File: config.mk
export PLATFORM = sky130hd
export DESIGN_NAME = floppy_sector_transfer_sequencer
export DESIGN_NICKNAME = d
export VERILOG_FILES = /design/src/rtl/fsts_pkg.sv /design/src/rtl/fsts_locate.sv /design/src/rtl/fsts_seq.sv /design/src/rtl/floppy_sector_transfer_sequencer.sv
export SDC_FILE = /design/constraint.sdc
export NUM_CORES = 1
export LEC_CHECK = 0
export ABC_AREA = 1
export BUFFER_PORTS_ARGS = -buffer_cell sky130_fd_sc_hd__buf_2
export CORE_UTILIZATION = 55
export CTS_CLUSTER_SIZE = 10
export DETAILED_ROUTE_END_ITERATION = 6
export PLACE_DENSITY_LB_ADDON = 0.3
export SLEW_MARGIN = 20
export SYNTH_ARGS = -nofsm -noshare
export SYNTH_HDL_FRONTEND = slang
export SYNTH_HIERARCHICAL = 1
export SYNTH_SLANG_ARGS = --single-unit
File: constraint.sdc
create_clock -name clk -period 4.8 [get_ports clk]
set_clock_uncertainty 0.15 [all_clocks]
set_input_delay 0.24 -clock clk [delete_from_list [all_inputs] [get_ports clk]]
set_output_delay 0.24 -clock clk [all_outputs]
set_load 0.01 [all_outputs]
File: src/rtl/fsts_pkg.sv
// ----------------------------------------------------------------------------
// fsts_pkg
// Types, codes and geometry constants shared by the floppy sector transfer
// sequencer modules.
// ----------------------------------------------------------------------------
package fsts_pkg;

  // disk geometry
  localparam int SECTORS_PER_TRACK = 26;
  localparam int CHUNKS_PER_BLOCK  = 4;

  // field widths
  localparam int BLOCK_W  = 16;
  localparam int COUNT_W  = 11;
  localparam int STATUS_W = 8;
  localparam int RETRY_W  = 4;
  localparam int EVENT_W  = 3;
  localparam int UNIT_W   = 8;
  localparam int TRACK_W  = 14;
  localparam int SECTOR_W = 5;
  localparam int OFFSET_W = 17;
  localparam int DONE_W   = 10;
  localparam int CFG_W    = 16;

  // derived sizes
  localparam int CHUNK_W  = (CHUNKS_PER_BLOCK > 1) ? $clog2(CHUNKS_PER_BLOCK) : 1;
  localparam int LIN_W    = BLOCK_W + CHUNK_W;
  localparam int SEC_W    = $clog2(SECTORS_PER_TRACK);
  localparam int QUOT_W   = LIN_W - 3;
  localparam int SHIFT_W  = OFFSET_W - DONE_W;

  // reciprocal for the division of the linear sector by the track length
  localparam int RECIP_K   = LIN_W + 6;
  localparam int RECIP_W   = RECIP_K + 1;
  localparam int PROD_W    = BLOCK_W + RECIP_W;
  localparam longint RECIP = ((64'd1 << RECIP_K) + SECTORS_PER_TRACK - 1) / SECTORS_PER_TRACK;
  localparam logic [RECIP_W-1:0] RECIP_BLK = RECIP_W'(RECIP * CHUNKS_PER_BLOCK);

  localparam logic [CHUNK_W-1:0] CHUNK_LAST = CHUNK_W'(CHUNKS_PER_BLOCK - 1);
  localparam logic [SEC_W-1:0]   SEC_LAST   = SEC_W'(SECTORS_PER_TRACK - 1);

  // controller and command word codes
  localparam logic [STATUS_W-1:0] STAT_FAULT  = 8'h40;
  localparam logic [STATUS_W-1:0] STAT_CRC    = 8'h08;
  localparam logic [UNIT_W-1:0]   UNIT_DRIVE0 = 8'd129;
  localparam logic [UNIT_W-1:0]   UNIT_DRIVE1 = 8'd130;
  localparam logic [COUNT_W-1:0]  MAX_COUNT   = 11'd1024;

  // register reset values
  localparam logic [BLOCK_W-1:0] BLOCK_LIMIT_RST = 16'd500;
  localparam logic [RETRY_W-1:0] RETRY_LIMIT_RST = 4'd10;

  typedef enum logic [0:0] {
    REG_BLOCK_LIMIT = 1'b0,
    REG_RETRY_LIMIT = 1'b1
  } cfg_reg_t;

  typedef enum logic [EVENT_W-1:0] {
    EV_ISSUE    = 3'd0,
    EV_RETRY    = 3'd1,
    EV_DONE_OK  = 3'd2,
    EV_DONE_ERR = 3'd3,
    EV_REJECT   = 3'd4,
    EV_IGNORE   = 3'd5
  } event_t;

  typedef enum logic [0:0] {
    CMD_REQUEST  = 1'b0,
    CMD_COMPLETE = 1'b1
  } cmd_t;

  typedef struct packed {
    logic                cmd;
    logic                drive;
    logic [BLOCK_W-1:0]  block;
    logic                is_read;
    logic [COUNT_W-1:0]  sector_count;
    logic [STATUS_W-1:0] status;
  } req_t;

  typedef struct packed {
    logic [EVENT_W-1:0]  event_res;
    logic [UNIT_W-1:0]   unit_code;
    logic [TRACK_W-1:0]  track;
    logic [SECTOR_W-1:0] sector;
    logic                is_write;
    logic [OFFSET_W-1:0] buffer_offset;
  } res_t;

  // request beat with the track of its first sector
  typedef struct packed {
    req_t               item;
    logic [QUOT_W-1:0]  quot;
  } located_t;

endpackage

File: src/rtl/fsts_locate.sv
// ----------------------------------------------------------------------------
// fsts_locate
// Input register and reciprocal multiply stage: finds the starting track of
// a request's first sector.
// ----------------------------------------------------------------------------
module fsts_locate import fsts_pkg::*; (
  input  logic     clk,
  input  logic     rst,
  input  logic     req_valid,
  output logic     req_stall,
  input  req_t     req,
  output logic     loc_valid,
  input  logic     loc_ready,
  output located_t loc
);

  logic              in_valid;
  req_t              in_item;
  logic              in_load;
  logic              loc_load;
  logic [PROD_W-1:0] prod;

  assign loc_load  = in_valid && (!loc_valid || loc_ready);
  assign req_stall = in_valid && !(!loc_valid || loc_ready);
  assign in_load   = req_valid && !req_stall;

  // block * chunks * reciprocal, quotient taken from the high bits
  assign prod = PROD_W'(in_item.block) * PROD_W'(RECIP_BLK);

  always_ff @(posedge clk) begin
    if (rst) begin
      in_valid  <= 1'b0;
      loc_valid <= 1'b0;
    end else begin
      if (in_load) begin
        in_valid <= 1'b1;
      end else if (loc_load) begin
        in_valid <= 1'b0;
      end
      if (loc_load) begin
        loc_valid <= 1'b1;
      end else if (loc_ready) begin
        loc_valid <= 1'b0;
      end
    end
    if (in_load) begin
      in_item <= req;
    end
    if (loc_load) begin
      loc.item <= in_item;
      loc.quot <= prod[RECIP_K +: QUOT_W];
    end
  end

endmodule

File: src/rtl/fsts_seq.sv
// ----------------------------------------------------------------------------
// fsts_seq
// Transfer state, retry handling and the result register.
// ----------------------------------------------------------------------------
module fsts_seq import fsts_pkg::*; (
  input  logic               clk,
  input  logic               rst,
  input  logic               cfg_en,
  input  logic [0:0]         cfg_index,
  input  logic [CFG_W-1:0]   cfg_data,
  input  logic               loc_valid,
  output logic               loc_ready,
  input  located_t           loc,
  output logic               res_valid,
  input  logic               res_stall,
  output res_t               res
);

  logic [BLOCK_W-1:0] block_limit;
  logic [RETRY_W-1:0] retry_limit;

  logic               busy,           busy_next;
  logic               cur_drive,      cur_drive_next;
  logic [BLOCK_W-1:0] cur_block,      cur_block_next;
  logic               cur_read,       cur_read_next;
  logic [COUNT_W-1:0] sectors_left,   sectors_left_next;
  logic [CHUNK_W-1:0] chunk_in_block, chunk_in_block_next;
  logic [RETRY_W-1:0] retry_count,    retry_count_next;
  logic               error_seen,     error_seen_next;
  logic [DONE_W-1:0]  sectors_done,   sectors_done_next;
  logic [TRACK_W-1:0] trk,            trk_next;
  logic [SEC_W-1:0]   sec_idx,        sec_idx_next;
  res_t               res_next;

  logic               fire;
  logic [LIN_W-1:0]   lin_req;
  logic [LIN_W-1:0]   rem;
  logic               fault;
  logic [COUNT_W-1:0] left_dec;
  req_t               it;

  function automatic res_t sector_beat(input event_t ev, input logic drv,
                                       input logic [TRACK_W-1:0] t,
                                       input logic [SEC_W-1:0] s, input logic rd,
                                       input logic [DONE_W-1:0] done);
    res_t r;
    r.event_res     = ev;
    r.unit_code     = drv ? UNIT_DRIVE1 : UNIT_DRIVE0;
    r.track         = t;
    r.sector        = SECTOR_W'({1'b0, s} + 1'b1);
    r.is_write      = !rd;
    r.buffer_offset = {done, {SHIFT_W{1'b0}}};
    return r;
  endfunction

  function automatic res_t plain_beat(input event_t ev);
    res_t r;
    r           = '0;
    r.event_res = ev;
    return r;
  endfunction

  assign it        = loc.item;
  assign loc_ready = !res_valid || !res_stall;
  assign fire      = loc_valid && loc_ready;
  assign lin_req   = LIN_W'(it.block) * LIN_W'(CHUNKS_PER_BLOCK);
  assign rem       = lin_req - LIN_W'(loc.quot) * LIN_W'(SECTORS_PER_TRACK);
  assign fault     = (it.status & (STAT_FAULT | STAT_CRC)) != '0;
  assign left_dec  = sectors_left - 1'b1;

  always_comb begin
    busy_next           = busy;
    cur_drive_next      = cur_drive;
    cur_block_next      = cur_block;
    cur_read_next       = cur_read;
    sectors_left_next   = sectors_left;
    chunk_in_block_next = chunk_in_block;
    retry_count_next    = retry_count;
    error_seen_next     = error_seen;
    sectors_done_next   = sectors_done;
    trk_next            = trk;
    sec_idx_next        = sec_idx;
    res_next            = plain_beat(EV_IGNORE);

    if (it.cmd == CMD_REQUEST) begin
      if (it.block >= block_limit) begin
        res_next = plain_beat(EV_REJECT);
      end else if (busy) begin
        res_next = plain_beat(EV_IGNORE);
      end else if (it.sector_count == '0) begin
        res_next = plain_beat(EV_DONE_OK);
      end else begin
        busy_next           = 1'b1;
        cur_drive_next      = it.drive;
        cur_block_next      = it.block;
        cur_read_next       = it.is_read;
        sectors_left_next   = (it.sector_count > MAX_COUNT) ? MAX_COUNT : it.sector_count;
        chunk_in_block_next = '0;
        retry_count_next    = '0;
        error_seen_next     = 1'b0;
        sectors_done_next   = '0;
        trk_next            = loc.quot[TRACK_W-1:0];
        sec_idx_next        = rem[SEC_W-1:0];
        res_next = sector_beat(EV_ISSUE, it.drive, loc.quot[TRACK_W-1:0],
                               rem[SEC_W-1:0], it.is_read, '0);
      end
    end else if (!busy) begin
      res_next = plain_beat(EV_IGNORE);
    end else if (fault && (retry_count < retry_limit)) begin
      retry_count_next = retry_count + 1'b1;
      res_next = sector_beat(EV_RETRY, cur_drive, trk, sec_idx, cur_read, sectors_done);
    end else begin
      error_seen_next   = error_seen | fault;
      retry_count_next  = '0;
      sectors_left_next = left_dec;
      if (left_dec == '0) begin
        busy_next           = 1'b0;
        chunk_in_block_next = '0;
        res_next = plain_beat((error_seen | fault) ? EV_DONE_ERR : EV_DONE_OK);
      end else begin
        // next sector: linear position steps by one, back to zero on block wrap
        if (chunk_in_block == CHUNK_LAST) begin
          chunk_in_block_next = '0;
          cur_block_next      = cur_block + 1'b1;
        end else begin
          chunk_in_block_next = chunk_in_block + 1'b1;
        end
        if ((chunk_in_block == CHUNK_LAST) && (cur_block == '1)) begin
          trk_next     = '0;
          sec_idx_next = '0;
        end else if (sec_idx == SEC_LAST) begin
          trk_next     = trk + 1'b1;
          sec_idx_next = '0;
        end else begin
          sec_idx_next = sec_idx + 1'b1;
        end
        sectors_done_next = sectors_done + 1'b1;
        res_next = sector_beat(EV_ISSUE, cur_drive, trk_next, sec_idx_next, cur_read,
                               sectors_done_next);
      end
    end
  end

  always_ff @(posedge clk) begin
    if (rst) begin
      block_limit    <= BLOCK_LIMIT_RST;
      retry_limit    <= RETRY_LIMIT_RST;
      busy           <= 1'b0;
      cur_drive      <= 1'b0;
      cur_block      <= '0;
      cur_read       <= 1'b0;
      sectors_left   <= '0;
      chunk_in_block <= '0;
      retry_count    <= '0;
      error_seen     <= 1'b0;
      sectors_done   <= '0;
      trk            <= '0;
      sec_idx        <= '0;
      res_valid      <= 1'b0;
    end else begin
      if (cfg_en) begin
        case (cfg_index)
          REG_BLOCK_LIMIT: block_limit <= cfg_data;
          REG_RETRY_LIMIT: retry_limit <= cfg_data[RETRY_W-1:0];
          default: ;
        endcase
      end
      if (fire) begin
        busy           <= busy_next;
        cur_drive      <= cur_drive_next;
        cur_block      <= cur_block_next;
        cur_read       <= cur_read_next;
        sectors_left   <= sectors_left_next;
        chunk_in_block <= chunk_in_block_next;
        retry_count    <= retry_count_next;
        error_seen     <= error_seen_next;
        sectors_done   <= sectors_done_next;
        trk            <= trk_next;
        sec_idx        <= sec_idx_next;
        res_valid      <= 1'b1;
      end else if (!res_stall) begin
        res_valid <= 1'b0;
      end
    end
    if (fire) begin
      res <= res_next;
    end
  end

endmodule

File: src/rtl/floppy_sector_transfer_sequencer.sv
// ----------------------------------------------------------------------------
// floppy_sector_transfer_sequencer
// Splits block transfer requests into sector commands and steps through them
// on controller completions, with retries on fault or CRC status.
//
//   channel  dir  handshake            beat
//   req      in   req_valid/req_stall  request or completion status
//   res      out  res_valid/res_stall  one event per accepted beat
//   cfg      in   cfg_en               block_limit, retry_limit writes
//
// one beat accepted per cycle while the result is not stalled; a result passes
// the input register, the track multiply register and the result register
// the track of a new request comes from one reciprocal multiply; later sectors
// step the track and sector counters, so each beat is a single state update
// synchronous reset clears the transfer state and loads the register defaults
// a stalled result holds the pipeline and raises req_stall once it is full
// ----------------------------------------------------------------------------
module floppy_sector_transfer_sequencer import fsts_pkg::*; (
  input  logic             clk,
  input  logic             rst,
  input  logic             cfg_en,
  input  logic [0:0]       cfg_index,
  input  logic [CFG_W-1:0] cfg_data,
  input  logic             req_valid,
  output logic             req_stall,
  input  req_t             req,
  output logic             res_valid,
  input  logic             res_stall,
  output res_t             res
);

  logic     loc_valid;
  logic     loc_ready;
  located_t loc;

  fsts_locate u_locate (
    .clk       (clk),
    .rst       (rst),
    .req_valid (req_valid),
    .req_stall (req_stall),
    .req       (req),
    .loc_valid (loc_valid),
    .loc_ready (loc_ready),
    .loc       (loc)
  );

  fsts_seq u_seq (
    .clk       (clk),
    .rst       (rst),
    .cfg_en    (cfg_en),
    .cfg_index (cfg_index),
    .cfg_data  (cfg_data),
    .loc_valid (loc_valid),
    .loc_ready (loc_ready),
    .loc       (loc),
    .res_valid (res_valid),
    .res_stall (res_stall),
    .res       (res)
  );

endmodule

==> results_dict.tcl <==
set metrics [dict create \
    outcome "finished with violations" \
    violations "design-rule violations, negative hold slack, negative setup slack" \
    dp_hpwl_um 30000 \
    synth_cells 1951 \
    antenna_found_initial 0 \
    cts_buffers 24 \
    start_util_pct 55.9 \
    cp_data_required_time_ps 4920 \
    cts.clk_slew.worst_paths_ps 60 \
    portBuffers 91 \
    rsz0062_at_grt "true" \
    min_period_ps 5150 \
    slew_headroom_pct 37.8 \
    hold_viol_final 1 \
    drive_gt1_share_pct 16.8 \
    cp_max_fo 4 \
    worst-endpoint-arrival_ps 5280 \
    synth_area_um2 16000 \
    core_um2 28600 \
    period_share_pct 107 \
    yosysWarnings 6 \
    rows 62 \
    worst_slack_ps -352 \
    first_pass_iters 7 \
    clkLatencyLatePin_ps 520 \
    clockRootBuffer "clkbuf_16" \
    routedWlPerCell_um 15.6 \
    finalSetupViolCount 14 \
    vias 13600 \
    place_congestion 0.989 \
    fmax_ghz 0.194 \
    die_y_um 173 \
    grt_pass1_wl_um 64300 \
    grt_pass1_vias 13200 \
    fin_tns_setup_ps -3680 \
    first_iter_violations 1051 \
    finalNetCount 2509 \
    area_growth_pct 19.7 \
    syn_avg_cell_area_um2 8.20 \
    start_kind "register" \
    grt_usage_pct 26.6 \
    io_pins 110 \
    grt_max_degree 48 \
    ir_drop_uv 702 \
    hold_path.class "in2reg" \
    grt-ovfl-total 0 \
    endpoint_kind "register" \
    die_x_um 173 \
    cts_sinks 203 \
    antenna_left 0 \
    cts_tree "done" \
    dieArea_um2 29800 \
    avgViaCountPerCell 5.28 \
    drv_cap 0 \
    finalMaxSlewViolations 0 \
    drc_errors 1 \
    whs_ps -1.15 \
    p_leak_uw 0.00921 \
    drt-total-wl_um 40200 \
    tightest_slew_ps 930 \
    p_per_area_nw_per_um2 643 \
    cts_max_path_buffers 3 \
    worstSetupPathType "reg2reg" \
    htreeDepth 1 \
    diodes 0 \
]
[layout by cell type, fill, tap and decap left out, types with 53 or more instances in the layout]
master / count
nand2_1: 397
inv_1: 319
nor2_1: 184
ha_1: 159
edfxtp_1: 114
buf_4: 101
fa_1: 93
buf_2: 91
dfxtp_1: 89
o21ai_0: 88
a21oi_1: 76
nand3_1: 68
dlygate4sd3_1: 53
[cell type report]
cell class                      count  area (µm²)
Multi-Input combinational cell   1363        9720
Fill cell                        2287        9470
Sequential cell                   203        5200
Timing Repair Buffer              246        1760
Inverter                          340        1280
Clock buffer                       42         698
Tap cell                          384         480
Clock inverter                      1        16.3
[registers in the layout (all words and copies together) (netlist names)]
| signal | count |
|---|---|
| u_seq/error_seen | 1 |
| u_locate/in_valid | 1 |
| u_seq/sectors_left | 11 |
| u_locate/loc | 46 |
| u_locate/in_item | 32 |
| u_seq/chunk_in_block | 2 |
| u_seq/sectors_done | 10 |
| u_seq/cur_drive | 1 |
| u_seq/sec_idx | 5 |
| u_locate/loc_valid | 1 |
| u_seq/res_valid | 1 |
| u_seq/res | 36 |
| u_seq/busy | 1 |
| u_seq/cur_block | 16 |
| u_seq/retry_limit | 4 |
| u_seq/retry_count | 4 |
| u_seq/trk | 14 |
| u_seq/cur_read | 1 |
| u_seq/block_limit | 16 |
[repair_timing]
action                                 CTS  global route
endpoints found under the hold margin   58             0
buffers inserted                         8             5
pin swaps                               26            28
gates cloned                             0             0
setup endpoints to repair               14            14
resized for setup                       42            47
hold buffers                            53             0
[per-layer routing]
| layer | vias up | routed length [µm] | global-route usage (%) |
|---|---|---|---|
| met5 | - | 0 | 0 |
| met3 | 78 | 2470 | 3.98 |
| met1 | 6348 | 17100 | 34.5 |
| met2 | 480 | 19700 | 46.1 |
| li1 | 6702 | - | - |
| met4 | 0 | 945 | 7.29 |
[power breakdown]
group          leakage (µW)  switching, µW  internal, µW  total (µW)
Sequential          0.00181           85.7          2070        2160
Combinational       0.00706           5000          3500        8500
Clock              0.000342            682           979        1660
Total               0.00921           5770          6550       12300
[critical path, cell delays in order, from the launching register on]
cell	delay, ps
edfxtp_1	490
fa_1	600
inv_2	60
fa_1	480
inv_1	60
ha_4	270
fa_1	450
fa_1	560
inv_1	60
fa_1	580
inv_2	50
ha_4	260
nand2_1	60
nand2_1	60
o21bai_1	160
nand2_1	120
nand2_2	100
a21oi_2	190
nand2_1	80
nand2_1	50
nand2_1	50
[worst paths after layout]
check / from / end / slack [ps] / cells past startpoint
setup / recovery: u_locate/in_item[24] / u_locate/loc[7] / -350 / 20
setup reg to reg: u_locate/in_item[24] / u_locate/loc[7] / -350 / 20
hold / removal: cfg_index / u_seq/retry_limit[0] / -1 / 4
hold reg to reg: u_locate/in_item[11] / u_locate/loc[26] / 250 / 0
[per-stage QoR]
step | util, % | worst slack (ps) | cell area, µm² | power, µW | cells
after floorplan | - | -203 | 16100 | 7080 | 1962
after detailed placement | 60.8 | -422 | 17400 | 9210 | 2470
after global routing | 66.9 | -484 | 19200 | 13400 | 2579
after CTS | 66.0 | -310 | 18900 | 11600 | 2574
after global placement | 60.8 | -389 | 17400 | 9070 | 2470
final | 66.9 | -352 | 19200 | 12300 | 2579
Power figures use the tool's default switching activity.
